File: config.mk
export PLATFORM = sky130hd
export DESIGN_NAME = square_transposition_cipher
export DESIGN_NICKNAME = d
export VERILOG_FILES = /design/src/rtl/sq_cipher_pkg.sv /design/src/rtl/square_transposition_cipher.sv
export SDC_FILE = /design/constraint.sdc
export NUM_CORES = 1
export LEC_CHECK = 0
export BUFFER_PORTS_ARGS = -buffer_cell sky130_fd_sc_hd__buf_2
export CORE_MARGIN = 8
export CORE_UTILIZATION = 55
export CTS_CLUSTER_DIAMETER = 100
export CTS_CLUSTER_SIZE = 14
export DETAILED_ROUTE_END_ITERATION = 12
export PLACE_DENSITY = 0.8
export SYNTH_ARGS = -nofsm -noshare
export SYNTH_HDL_FRONTEND = slang
export SYNTH_SLANG_ARGS = --single-unit
File: constraint.sdc
create_clock -name clk -period 12.3 [get_ports clk]
set_input_delay 0.615 -clock clk [delete_from_list [all_inputs] [get_ports clk]]
set_output_delay 0.615 -clock clk [all_outputs]
set_load 0.005 [all_outputs]
File: src/rtl/sq_cipher_pkg.sv
// Shared constants and types for the square transposition cipher.
package sq_cipher_pkg;

  localparam int MAX_CHARS = 32;
  localparam int CNT_W     = $clog2(MAX_CHARS + 1);
  localparam int ADDR_W    = $clog2(MAX_CHARS);
  // Side never exceeds ceil(sqrt(32)) = 6 over the supported capacity range.
  localparam int MAX_SIDE  = 8;
  localparam int SIDE_W    = $clog2(MAX_SIDE + 1);
  localparam int IDX_W     = 2 * SIDE_W;
  localparam int TOT_W     = $clog2(MAX_SIDE * MAX_SIDE + MAX_SIDE);
  localparam int COLS_W    = 3;
  localparam int OUT_W     = 16;

  localparam logic [7:0] CH_SPACE = 8'h20;
  localparam logic [7:0] CH_UP_A  = 8'h41;
  localparam logic [7:0] CH_UP_Z  = 8'h5a;
  localparam logic [7:0] CH_LO_A  = 8'h61;
  localparam logic [7:0] CH_LO_Z  = 8'h7a;
  localparam logic [7:0] CH_D0    = 8'h30;
  localparam logic [7:0] CH_D9    = 8'h39;
  localparam logic [7:0] CASE_OFS = 8'h20;

  typedef enum logic [2:0] {
    S_IDLE,
    S_SIDE,
    S_ROWS,
    S_TOTAL,
    S_EMIT
  } state_t;

endpackage

File: src/rtl/square_transposition_cipher.sv
// Square transposition cipher: filter, store, then read out column by column.
//
// Input stream (s_axis_*): one message byte per request; tuser flags a real
// byte, tlast ends the message. tready is high only while the block is
// collecting, so bytes load one per cycle. The end item starts encoding:
// the side c is found by stepping a shared small multiplier, then the row
// count r, then the output length. Emission then walks the column-major
// grid, one grid position or one separator per cycle while the output is
// not stalled. The input stays blocked from the end item until the walk is
// done, output stalls included.
// Output stream (m_axis_*): one ciphertext character per request held in an
// output register; a stall on m_axis_tready freezes the walk. tlast marks
// the last character. An empty message produces nothing.
// Config (cfg_*): output_mode, 0 padded space-separated columns, 1 plain;
// always ready; to be written only while idle (not enforced by the block).
// Reset (rst, synchronous): clears count, overflow flag, mode, output valid.
// The character store holds no reset value; only written entries are read.
module square_transposition_cipher (
  input  logic                               clk,
  input  logic                               rst,
  input  logic                               s_axis_tvalid,
  output logic                               s_axis_tready,
  input  logic [7:0]                         s_axis_tdata,  // [7:0] in_char
  input  logic                               s_axis_tuser,  // [0] char_valid
  input  logic                               s_axis_tlast,
  output logic                               m_axis_tvalid,
  input  logic                               m_axis_tready,
  // [7:0] out_char, [10:8] column_total, [11] overflow, [15:12] zero
  output logic [sq_cipher_pkg::OUT_W-1:0]    m_axis_tdata,
  output logic                               m_axis_tlast,
  input  logic                               cfg_valid,
  output logic                               cfg_ready,
  input  logic                               cfg_data
);

  sq_cipher_pkg::state_t state, state_next;

  logic [6:0]                        store [sq_cipher_pkg::MAX_CHARS];
  logic [sq_cipher_pkg::CNT_W-1:0]   count;
  logic                              ovf;
  logic                              mode;
  logic [sq_cipher_pkg::SIDE_W-1:0]  side;
  logic [sq_cipher_pkg::SIDE_W-1:0]  rows;
  logic [sq_cipher_pkg::SIDE_W-1:0]  col;
  logic [sq_cipher_pkg::SIDE_W-1:0]  row;
  logic                              sep;
  logic [sq_cipher_pkg::TOT_W-1:0]   total;
  logic [sq_cipher_pkg::TOT_W-1:0]   k;

  logic [sq_cipher_pkg::SIDE_W-1:0]  mul_a, mul_b;
  logic [sq_cipher_pkg::IDX_W-1:0]   mul_p;
  logic [sq_cipher_pkg::IDX_W-1:0]   idx;
  logic                              below_n;
  logic                              in_acc;
  logic                              is_upper, keep, room, do_store;
  logic [7:0]                        lc_char;
  logic                              slot_free;
  logic                              hit, emit, last_row, last_col, done;
  logic                              from_store;

  assign cfg_ready     = 1'b1;
  assign s_axis_tready = (state == sq_cipher_pkg::S_IDLE);
  assign in_acc        = s_axis_tvalid && s_axis_tready;

  // character filter and case fold
  always_comb begin
    is_upper = (s_axis_tdata >= sq_cipher_pkg::CH_UP_A) &&
               (s_axis_tdata <= sq_cipher_pkg::CH_UP_Z);
    keep     = is_upper ||
               ((s_axis_tdata >= sq_cipher_pkg::CH_LO_A) &&
                (s_axis_tdata <= sq_cipher_pkg::CH_LO_Z)) ||
               ((s_axis_tdata >= sq_cipher_pkg::CH_D0) &&
                (s_axis_tdata <= sq_cipher_pkg::CH_D9));
    lc_char  = is_upper ? (s_axis_tdata + sq_cipher_pkg::CASE_OFS) : s_axis_tdata;
    room     = (count < sq_cipher_pkg::CNT_W'(sq_cipher_pkg::MAX_CHARS));
    do_store = in_acc && s_axis_tuser && keep && room;
  end

  // shared multiplier
  always_comb begin
    unique case (state)
      sq_cipher_pkg::S_SIDE: begin
        mul_a = side;
        mul_b = side;
      end
      sq_cipher_pkg::S_EMIT: begin
        mul_a = row;
        mul_b = side;
      end
      default: begin
        mul_a = rows;
        mul_b = side;
      end
    endcase
    mul_p   = sq_cipher_pkg::IDX_W'(mul_a) * sq_cipher_pkg::IDX_W'(mul_b);
    below_n = (mul_p < sq_cipher_pkg::IDX_W'(count));
    idx     = mul_p + sq_cipher_pkg::IDX_W'(col);
  end

  // emission step
  always_comb begin
    slot_free  = !m_axis_tvalid || m_axis_tready;
    hit        = (idx < sq_cipher_pkg::IDX_W'(count));
    emit       = sep || hit || !mode;
    last_row   = (row == rows - sq_cipher_pkg::SIDE_W'(1));
    last_col   = (col == side - sq_cipher_pkg::SIDE_W'(1));
    from_store = !sep && hit;
    done       = (state == sq_cipher_pkg::S_EMIT) && slot_free && !sep &&
                 last_row && last_col;
  end

  always_comb begin
    state_next = state;
    unique case (state)
      sq_cipher_pkg::S_IDLE: begin
        if (in_acc && s_axis_tlast && ((count != '0) || do_store)) begin
          state_next = sq_cipher_pkg::S_SIDE;
        end
      end
      sq_cipher_pkg::S_SIDE: begin
        if (!below_n) begin
          state_next = sq_cipher_pkg::S_ROWS;
        end
      end
      sq_cipher_pkg::S_ROWS: begin
        if (!below_n) begin
          state_next = sq_cipher_pkg::S_TOTAL;
        end
      end
      sq_cipher_pkg::S_TOTAL: state_next = sq_cipher_pkg::S_EMIT;
      sq_cipher_pkg::S_EMIT: begin
        if (done) begin
          state_next = sq_cipher_pkg::S_IDLE;
        end
      end
      default: state_next = sq_cipher_pkg::S_IDLE;
    endcase
  end

  always_ff @(posedge clk) begin
    if (rst) begin
      state <= sq_cipher_pkg::S_IDLE;
    end else begin
      state <= state_next;
    end
  end

  always_ff @(posedge clk) begin
    if (do_store) begin
      store[count[sq_cipher_pkg::ADDR_W-1:0]] <= lc_char[6:0];
    end
  end

  always_ff @(posedge clk) begin
    if (rst) begin
      count         <= '0;
      ovf           <= 1'b0;
      mode          <= 1'b0;
      m_axis_tvalid <= 1'b0;
    end else begin
      if (cfg_valid && cfg_ready) begin
        mode <= cfg_data;
      end
      if ((state == sq_cipher_pkg::S_EMIT) && slot_free) begin
        m_axis_tvalid <= emit;
      end else if (m_axis_tvalid && m_axis_tready) begin
        m_axis_tvalid <= 1'b0;
      end
      unique case (state)
        sq_cipher_pkg::S_IDLE: begin
          if (do_store) begin
            count <= count + sq_cipher_pkg::CNT_W'(1);
          end else if (in_acc && s_axis_tuser && keep) begin
            ovf <= 1'b1;
          end
          if (in_acc && s_axis_tlast) begin
            side <= sq_cipher_pkg::SIDE_W'(1);
            if ((count == '0) && !do_store) begin
              ovf <= 1'b0;
            end
          end
        end
        sq_cipher_pkg::S_SIDE: begin
          if (below_n) begin
            side <= side + sq_cipher_pkg::SIDE_W'(1);
          end else begin
            rows <= sq_cipher_pkg::SIDE_W'(1);
          end
        end
        sq_cipher_pkg::S_ROWS: begin
          if (below_n) begin
            rows <= rows + sq_cipher_pkg::SIDE_W'(1);
          end
        end
        sq_cipher_pkg::S_TOTAL: begin
          total <= mode ? sq_cipher_pkg::TOT_W'(count)
                        : sq_cipher_pkg::TOT_W'(mul_p + sq_cipher_pkg::IDX_W'(side)
                                                - sq_cipher_pkg::IDX_W'(1));
          col   <= '0;
          row   <= '0;
          k     <= '0;
          sep   <= 1'b0;
        end
        sq_cipher_pkg::S_EMIT: begin
          if (slot_free) begin
            if (emit) begin
              m_axis_tdata  <= {{(sq_cipher_pkg::OUT_W - 12){1'b0}}, ovf,
                                side[sq_cipher_pkg::COLS_W-1:0],
                                from_store ? {1'b0, store[idx[sq_cipher_pkg::ADDR_W-1:0]]}
                                           : sq_cipher_pkg::CH_SPACE};
              m_axis_tlast  <= !sep && ((k + sq_cipher_pkg::TOT_W'(1)) == total);
              k             <= k + sq_cipher_pkg::TOT_W'(1);
            end
            if (sep) begin
              sep <= 1'b0;
              col <= col + sq_cipher_pkg::SIDE_W'(1);
              row <= '0;
            end else if (!last_row) begin
              row <= row + sq_cipher_pkg::SIDE_W'(1);
            end else if (!last_col) begin
              if (!mode) begin
                sep <= 1'b1;
              end else begin
                col <= col + sq_cipher_pkg::SIDE_W'(1);
                row <= '0;
              end
            end else begin
              count <= '0;
              ovf   <= 1'b0;
            end
          end
        end
        default: ;
      endcase
    end
  end

`ifndef SYNTH
  a_count_cap: assert property (@(posedge clk) disable iff (rst)
    count <= sq_cipher_pkg::CNT_W'(sq_cipher_pkg::MAX_CHARS))
    else $error("stored count above capacity");

  a_side_nonempty: assert property (@(posedge clk) disable iff (rst)
    (state == sq_cipher_pkg::S_SIDE) |-> (count != '0))
    else $error("encoding started on an empty message");

  a_emit_geom: assert property (@(posedge clk) disable iff (rst)
    (state == sq_cipher_pkg::S_EMIT) |-> ((side != '0) && (rows != '0) &&
                                          (row < rows) && (col < side)))
    else $error("walk position outside the grid");

  a_emit_count: assert property (@(posedge clk) disable iff (rst)
    (state == sq_cipher_pkg::S_EMIT) |-> (k <= total))
    else $error("more characters emitted than the output length");

  a_idle_after_done: assert property (@(posedge clk) disable iff (rst)
    done |=> (state == sq_cipher_pkg::S_IDLE) && (count == '0) && !ovf)
    else $error("message state not cleared after emission");
`endif

endmodule
==> results of run 1 <==
layout by cell type (no fill, tap or decap), drive strengths merged, types with 9 or more instances in the layout:
master	netlist	layout
nand2	53	53
nor3	12	12
mux2i	18	18
a21oi	21	21
inv	39	40
and3	12	12
ha	49	49
a211oi	9	9
nand3	21	21
dfxtp	12	12
xor2	19	19
buf	17	33
edfxtp	267	267
nor2	79	79
o21ai	14	14
and2	10	10
clkbuf	18	30
a32oi	13	13
mux4	56	56
xnor2	26	26
through the flow:
| stage | std cells | setup slack (ns) | utilization [%] | power (uW) |
|---|---|---|---|---|
| 6_report | 1204 | 5.41 | 60.2 | 1930 |
| 5_1_grt | 1204 | 4.96 | 60.2 | 1990 |
| 4_1_cts | 1204 | 5.49 | 60.2 | 1940 |
| 3_5_place_dp | 1173 | 5.50 | 57.5 | 1290 |
| 3_3_place_gp | 1173 | 5.77 | 57.5 | 1280 |
| 2_1_floorplan | 856 | 6.15 | - | 1230 |
metal layers:
metal	wire, um	vias up	GRT usage (%)
met5	0	-	0
met4	561	0	4.73
met3	1940	52	2.48
met2	13300	330	32.0
met1	11300	3710	26.1
li1	-	3295	-
Yosys cell counts (3+ instances only):
cell / instances / area share, %
nor3b_1: 4 / 0.23
and3_1: 12 / 0.58
nand4_1: 3 / 0.14
mux2i_1: 18 / 1.4
ha_1: 49 / 4.7
a211oi_1: 8 / 0.46
a32oi_1: 13 / 0.87
xor2_1: 18 / 1.2
a21oi_1: 19 / 0.73
clkbuf_1: 18 / 0.52
nand2_1: 53 / 1.5
o21bai_1: 3 / 0.17
edfxtp_1: 267 / 62
mux4_2: 56 / 9.7
o21a_1: 3 / 0.17
buf_4: 8 / 0.46
inv_1: 38 / 1.1
xnor2_1: 25 / 1.7
nor2_1: 78 / 2.2
o21ai_0: 14 / 0.54
and2_1: 10 / 0.48
nand2b_1: 8 / 0.38
a31oi_1: 7 / 0.34
nor2b_1: 8 / 0.38
dfxtp_1: 12 / 1.8
buf_6: 3 / 0.26
fa_1: 6 / 0.92
a21o_1: 6 / 0.35
nor3_1: 10 / 0.38
nor4_1: 4 / 0.19
buf_2: 6 / 0.23
nand3_1: 21 / 0.81
logic make-up after synthesis:
family | Yosys count | synth area share, %
AO/OA/AOI/OAI | 93 | 5.49
XOR/XNOR | 46 | 3.31
adder cells (fa/ha/maj) | 55 | 5.62
buffers and inverters | 75 | 2.62
flip-flops | 279 | 63.4
multiplexers | 75 | 11.1
other | 2 | 0.0576
AND/OR/NAND/NOR | 227 | 8.40
flip-flops by register name, summed over array words and instances (netlist names):
register	count
store	224
m_axis_tdata	11
k	7
total	7
count	6
col	4
mul_b	4
row	4
rows	4
state	3
m_axis_tlast	1
m_axis_tvalid	1
mode	1
ovf	1
sep	1
report_power, final:
group	total, uW	switching [uW]	leakage [uW]	internal (uW)
registers	1050	2.97	0.00250	1040
clock network	654	312	0.000301	342
logic	226	138	0.00195	87.6
worst max-delay path, cell delays in order, from the launching register on:
cell and delay (ns):
dfxtp_1 0.64, nor2_2 0.12, nand2_1 0.47, a31oi_1 0.27, nand2b_1 0.22, fa_1 0.49
inv_1 0.06, fa_1 0.52, fa_1 0.55, ha_1 0.34, nor2_1 0.15, a21oi_1 0.07
xnor2_1 0.13, buf_4 0.20, inv_2 0.48, ha_1 0.36, a21oi_1 0.13, o21ai_0 0.11
a211oi_1 0.32, nand2_1 0.20, a31oi_1 0.67
cell type report:
class / instances / area [um2]
fill: 1752 / 9310
sequential: 279 / 8260
multi-input combinational: 502 / 4490
clock buffer: 30 / 602
tap: 319 / 399
timing repair buffer: 33 / 175
inverter: 40 / 150
clock inverter: 1 / 20.0
worst max-delay path by stage:
stage | cells after the start | start | slack, ns | end
finish | 20 | state[0] | 5.41 | k[5]
global route | 20 | state[0] | 4.96 | k[5]
CTS | 20 | state[0] | 5.49 | k[4]
detailed placement | 20 | state[0] | 5.50 | k[3]
global placement | 20 | mul_b[0] | 5.77 | m_axis_tdata[4]
floorplan | 23 | state[2] | 6.15 | m_axis_tdata[0]
==> run_results.csv, run 1 <==
group,metric,value,unit
outcome,status,"complete, no violations",
critical_path,worstReg2RegEnd,"k[5]",
critical_path,rr_worst_depth,20,
timing,period_needed,6.89,ns
timing,worstMarginPinSlew,1.26,ns
routing,antenna_left,0,
floorplan,fp.dieH,170,um
place,place.gp.congestion,0.859,
synthesis,netlist_instances,852,
critical_path,crit_type,"flop to flop",
routing,drt_iter0_drc,710,
global_route,grt_pass1_wl,42.3,mm
critical_path,critPathMaxFanout,29,
clocking,insertion_delay,0.53,ns
timing,maxSlewViolCount,0,
critical_path,reg2reg_slack,5.41,ns
critical_path,critPathArrivalTime,7.05,ns
floorplan,core.rowCount,56,
synthesis,yosysSeqAreaShare,63.4,%
synthesis,async_reset_ff_share,0,%
hold_path,worst_hold_path.endpoint,"mode",
pwr,p_per_area,137,mW/mm2
synthesis,synth-main-ff-cell,"edfxtp_1",
global_route,grt_pass1_vias,7421,
hold_path,holdPathStages,3,
timing,finalSetupViolCount,0,
synthesis,avgSynthCellArea,15.3,um2
place,dpl_cell_area,0.0135,mm2
clocking,clk_pin_slew,0.07,ns
timing,max_freq,145,MHz
synthesis,synth.distinct_cells,67,
floorplan,initial_core_util,55.7,%
floorplan,dieArea,0.0289,mm2
timing,hold_slack,0.321,ns
clocking,cts_buffers,23,
cells_and_area,final_area,0.0141,mm2
routing,dr.pass1.iters,5,
hold_path,holdCritPathClass,"input pin to flop",
clocking,cts_setup_buffers,0,
clocking,cts_sinks,279,
cells_and_area,drive_above_1_share,15.5,%
cells_and_area,area_growth,8.09,%
critical_path,worstPathRequired,12.46,ns
pwr,p_leak,0.00475,uW
global_route,gr-usage-all-layers,19.0,%
global_route,gr-total-overflow,0,
timing,skew,0.0109,ns
routing,routed_wl,27.1,mm
timing,slew_headroom,15.7,%
routing,route.detailed.wl_per_inst,22.5,um
timing,period_share,56.0,%
routing,vias,7387,
clocking,clk_path_buf_depth,3,
clocking,cts_root_buf,"clkbuf_16",
timing,fin_setup_tns,0,ns
timing,grt_setup_unrepaired,"no",
clocking,htreeDepth,1,
cells_and_area,n_antenna_cell,0,
floorplan,fp.dieW,170,um
clocking,cts.repair.resized,0,
flow_run,drv_cap,0,
cells_and_area,final_nets,950,
place,dp_hpwl,18.2,mm
pwr,ir_drop,0.000123,V
synthesis,synth_warnings,0,
global_route,grt_max_degree,58,
timing,hold_violations,0,
critical_path,critPathLaunchType,"flop",
global_route,antenna_found_initial,0,
routing,drc,0,
synthesis,synth_edf_count,267,
routing,routed_via_density,6.14,
floorplan,ios,36,
critical_path,worstSetupEndpointType,"flop",
hold_path,min_from,"cfg_data",
place,port_buffers,29,
critical_path,r2r-start,"state[0]",
clocking,ctsHoldBuffers,0,
floorplan,coreArea,0.0234,mm2
synthesis,ys_ff_latch,279,
synthesis,syn_area,0.0130,mm2
clocking,cts_tree,"done",
Note: power is estimated with default switching activity, not from simulation.
==> run 2, diff against run 1 <==
Clock period 12.3 ns to 6.9 ns, I/O delays scaled along.
==> run 2 against run 1 <==
  * Global-route usage fell by 0.10 points
  * Sequential cell count did not move
  * Fmax is 6.8% higher
  * Wire length decreased by 1.3%
  * Register-to-register slack got worse by 5.0 ns
  * First-iteration DRC count fell by 14%
  * Cell count increased by 1.1%
  * Via count decreased by 1.7%
  * Clock skew increased by 0.014 ns
  * Non-clock buffer count is 3 higher
  * Clock power is 79% higher
  * Critical path type unchanged
==> run_results.csv, run 2 (synthesis results as in run 1) <==
group,metric,value,unit
global_route,grt_max_degree,57,
timing,grt_setup_unrepaired,"no",
cells_and_area,n_antenna_cell,0,
critical_path,crit_type,"flop to flop",
floorplan,fp.dieH,170,um
floorplan,dieArea,0.0289,mm2
clocking,cts_tree,"done",
global_route,grt_pass1_wl,42.3,mm
timing,period_needed,6.45,ns
clocking,insertion_delay,0.51,ns
timing,finalSetupViolCount,0,
critical_path,critPathMaxFanout,15,
cells_and_area,final_util,60.4,%
routing,routed_wl,26.8,mm
clocking,clk_pin_slew,0.07,ns
timing,fin_setup_tns,0,ns
global_route,gr-total-overflow,0,
clocking,cts_root_buf,"clkbuf_16",
cells_and_area,layout_commonest_cell,"edfxtp_1",
clocking,cts_sinks,279,
place,port_buffers,29,
critical_path,crit_end,"m_axis_tdata[6]",
routing,vias,7264,
place,place.gp.congestion,0.864,
floorplan,core.rowCount,56,
critical_path,worstSetupEndpointType,"flop",
clocking,clk_path_buf_depth,3,
place,dpl_cell_area,0.0135,mm2
pwr,p_leak,0.00477,uW
cells_and_area,largest_reg_flops,224,
global_route,gr-usage-all-layers,18.9,%
routing,dr.pass1.iters,5,
global_route,grt_pass1_vias,7593,
timing,skew,0.0246,ns
floorplan,ios,36,
clocking,htreeDepth,1,
critical_path,r2r-start,"mul_b[0]",
routing,drc,0,
routing,route.detailed.wl_per_inst,22.0,um
floorplan,coreArea,0.0234,mm2
hold_path,min_from,"cfg_data",
cells_and_area,drive_above_1_share,15.6,%
timing,max_freq,155,MHz
clocking,cts_buffers,23,
timing,maxSlewViolCount,0,
timing,hold_slack,0.0963,ns
hold_path,holdCritPathClass,"input pin to flop",
critical_path,reg2reg_slack,0.45,ns
critical_path,startpoint,"mul_b[0]",
cells_and_area,final_cell_mix,"edfxtp_1 (267), nor2_1 (77), mux4_2 (56)",
critical_path,worstReg2RegEnd,"m_axis_tdata[6]",
routing,antenna_left,0,
flow_run,drv_cap,0,
timing,slew_headroom,14.5,%
cells_and_area,final_nets,953,
floorplan,initial_core_util,55.7,%
pwr,ir_drop,0.000180,V
floorplan,fp.dieW,170,um
routing,drt_iter0_drc,610,
timing,hold_violations,0,
timing,period_share,93.5,%
cells_and_area,final_area,0.0141,mm2
clocking,cts.repair.resized,0,
timing,worstMarginPinSlew,1.27,ns
critical_path,critPathArrivalTime,6.58,ns
routing,routed_via_density,5.97,
outcome,status,"complete, no violations",
cells_and_area,fill_cells,1755,
critical_path,rr_worst_depth,20,
place,dp_hpwl,17.7,mm
global_route,antenna_found_initial,1,
pwr,p_per_area,244,mW/mm2
clocking,cts_setup_buffers,0,
critical_path,critPathLaunchType,"flop",
cells_and_area,area_growth,8.48,%
critical_path,worstPathRequired,7.03,ns
clocking,ctsHoldBuffers,0,
-- run 2: worst max-delay path: stages, from the launching register on --
cell and delay [ns]:
edfxtp_1 0.56, inv_1 0.20, a22o_1 0.24, a221oi_1 0.44, nand2_1 0.15, fa_1 0.56, inv_1 0.06, fa_1 0.53
fa_1 0.56, ha_1 0.36, nor2_1 0.07, a21oi_1 0.17, xnor2_1 0.14, buf_4 0.23, inv_2 0.06, ha_1 0.29
a21oi_1 0.15, o21ai_0 0.10, a211oi_1 0.31, nand2_1 0.20, a21oi_2 0.67
-- run 2: worst min-delay path by stage --
stage,to,slack (ns),cells after the start
floorplan,m_axis_tdata[11],0.41,0
global placement,m_axis_tdata[11],0.50,0
detailed placement,m_axis_tdata[11],0.49,0
CTS,mode,0.08,3
global route,mode,0.11,3
finish,mode,0.1,3
-- run 2: metal layers --
metal,part of all wire (%),vias to the layer above,global-route usage (%)
met2,50,282,33.0
li1,-,3314,-
met4,2.2,2,4.81
met3,6.9,41,3.10
met1,41,3625,24.5
met5,0.034,-,0
-- run 2: through the flow --
step                      total power, uW  setup slack (ns)  std cells
after floorplan                      2200             0.753        856
after global placement               2300             0.805       1176
after detailed placement             2310             0.553       1176
after CTS                            3470             0.486       1217
after global routing                 3560            0.0242       1217
final                                3450             0.450       1217
-- run 2: where the power goes --
part           internal [uW]  switching, uW
registers               1860           5.36
clock network            627            543
logic                    159            254
-- run 2: layout make-up --
class	count	area (um2)	area share, %
Clock buffer	41	643	4.55
Inverter	40	150	1.06
Multi-Input combinational cell	502	4490	31.8
Sequential cell	279	8260	58.4
Tap cell	319	399	2.82
Timing Repair Buffer	36	198	1.40
==> run 3, diff against run 2 <==
Settings changed: HOLD_SLACK_MARGIN set to 0.1.
==> run 3 against run 2 <==
  * Worst setup slack worse by 0.013 ns
  * Sequential power barely moved
  * Combinational power about the same
  * Global-route usage about the same
  * Wire length is essentially flat
  * Via count is essentially flat
  * Hold slack gained 0.099 ns
  * First-iteration DRC count is 5.9% lower
  * Total power about the same
  * Critical endpoint unchanged
==> run_results.csv, run 3 (synthesis results as in run 1) <==
group,metric,value,unit
global_route,gr-usage-all-layers,19.0,%
clocking,cts_setup_buffers,0,
cells_and_area,drive_above_1_share,15.6,%
timing,period_needed,6.46,ns
timing,finalSetupViolCount,0,
clocking,clk_path_buf_depth,3,
routing,vias,7262,
clocking,htreeDepth,1,
timing,hold_violations,0,
critical_path,critPathArrivalTime,6.59,ns
cells_and_area,final_util,60.5,%
global_route,grt_pass1_vias,7600,
clocking,cts_sinks,279,
routing,drt_iter0_drc,574,
critical_path,worstPathCellList,"nor2_1, a22o_1, a221oi_1, nand2_1, fa_1, inv_1, fa_1, fa_1, ha_1, nor2_1, a21oi_1, xnor2_1, buf_4, inv_2, ha_1, a21oi_1, o21ai_0, a211oi_1, nand2_1, a21oi_2",
critical_path,critPathLaunchType,"flop",
cells_and_area,final_cell_mix,"edfxtp_1 (267), nor2_1 (77), mux4_2 (56)",
routing,route.detailed.wl_per_inst,22.0,um
clocking,cts_root_buf,"clkbuf_16",
floorplan,coreArea,0.0234,mm2
global_route,grt_pass1_wl,42.3,mm
routing,drc,0,
cells_and_area,layout_commonest_cell,"edfxtp_1",
floorplan,ios,36,
timing,period_share,93.7,%
timing,grt_setup_unrepaired,"no",
cells_and_area,final_nets,955,
critical_path,max_stage_delay,0.68,ns
timing,slew_headroom,15.2,%
critical_path,critical-path-top-delay-family,"adder cells",
cells_and_area,fill_cells,1752,
critical_path,cpMaxStageDelayCell,"a21oi_2",
timing,maxSlewViolCount,0,
clocking,cts_buffers,23,
global_route,gr-total-overflow,0,
clocking,insertion_delay,0.51,ns
floorplan,fp.dieH,170,um
timing,fin_setup_tns,0,ns
pwr,total_power,3450,uW
floorplan,fp.dieW,170,um
place,dp_hpwl,17.7,mm
critical_path,critPathMaxFanout,16,
cells_and_area,final_area,0.0142,mm2
global_route,grt_max_degree,57,
global_route,antenna_found_initial,1,
place,place.gp.congestion,0.864,
floorplan,core.rowCount,56,
timing,hold_slack,0.195,ns
critical_path,worstPathRequired,7.02,ns
critical_path,cp_num_buf_inv,3,
cells_and_area,largest_reg_flops,224,
clocking,cts_tree,"done",
pwr,p_per_area,244,mW/mm2
cells_and_area,n_antenna_cell,0,
cells_and_area,area_growth,8.63,%
floorplan,initial_core_util,55.7,%
flow_run,drv_cap,0,
critical_path,crit_type,"flop to flop",
place,dpl_cell_area,0.0135,mm2
routing,routed_wl,26.8,mm
place,port_buffers,29,
pwr,p_leak,0.00478,uW
timing,worstMarginPinSlew,1.26,ns
outcome,status,"complete, no violations",
clocking,clk_pin_slew,0.07,ns
timing,max_freq,155,MHz
hold_path,holdCritPathClass,"input pin to flop",
critical_path,worstSetupEndpointType,"flop",
routing,antenna_left,0,
critical_path,reg2reg_slack,0.44,ns
pwr,ir_drop,0.000180,V
timing,skew,0.0248,ns
critical_path,cp_common_cell,"fa_1",
routing,routed_via_density,5.96,
floorplan,dieArea,0.0289,mm2
routing,dr.pass1.iters,5,
## run 3: cell count changes in the layout (fill, tap and decap cells not counted)
cell,previous run,this run
dlygate4sd3_1,0,2
## run 3: per-stage QoR
step                instances  setup WS [ns]
detailed placement       1176          0.553
global placement         1176          0.805
global route             1219         0.0241
CTS                      1219          0.486
finish                   1219          0.437
floorplan                 856          0.753
## run 3: final cells by class
cell class / instances / area, um2 / area share (%)
flip-flops and latches: 279 / 8260 / 58.3
multi-input cells: 502 / 4490 / 31.7
clock buffers: 41 / 643 / 4.54
well taps: 319 / 399 / 2.82
repair buffers: 38 / 218 / 1.54
inverters: 40 / 150 / 1.06
## run 3: repair_timing
| action | CTS | global route |
|---|---|---|
| setup endpoints to repair | 0 | 7 |
| endpoints found under the hold margin | 1 | 0 |
| gates resized for setup | 0 | 1 |
| hold buffers | 2 | 0 |
## run 3: path summary, 6_finish.rpt
| kind | from | end | cells past startpoint |
|---|---|---|---|
| worst max-delay path | state[2] | m_axis_tdata[6] | 20 |
| worst min-delay path | m_axis_tready | m_axis_tvalid | 3 |
| worst min register to register | ovf | m_axis_tdata[11] | 0 |
| worst max register to register | state[2] | m_axis_tdata[6] | 20 |
## run 3: worst register-to-register path, delay by kind of cell (launching register included)
kind	cells	cell delay (ns)
adders and majority gates	5	2.30
and+or+nand+nor	4	0.57
buffers and inverters	3	0.36
DFF	1	0.64
AOI/OAI and AO/OA	7	2.05
xor gates and xnor gates	1	0.14
## run 3: report_power, final
group / internal (uW) / switching, uW / total, uW
Sequential: 1860 / 5.32 / 1870
Clock: 627 / 543 / 1170
Combinational: 160 / 255 / 415
## run 3: per-layer routing
metal / GRT usage [%] / wire (um) / vias to the layer above
met5: 0 / 9 / -
met2: 33.0 / 13500 / 260
met4: 4.81 / 609 / 2
met3: 3.10 / 1680 / 45
li1: - / - / 3312
met1: 24.5 / 11000 / 3643
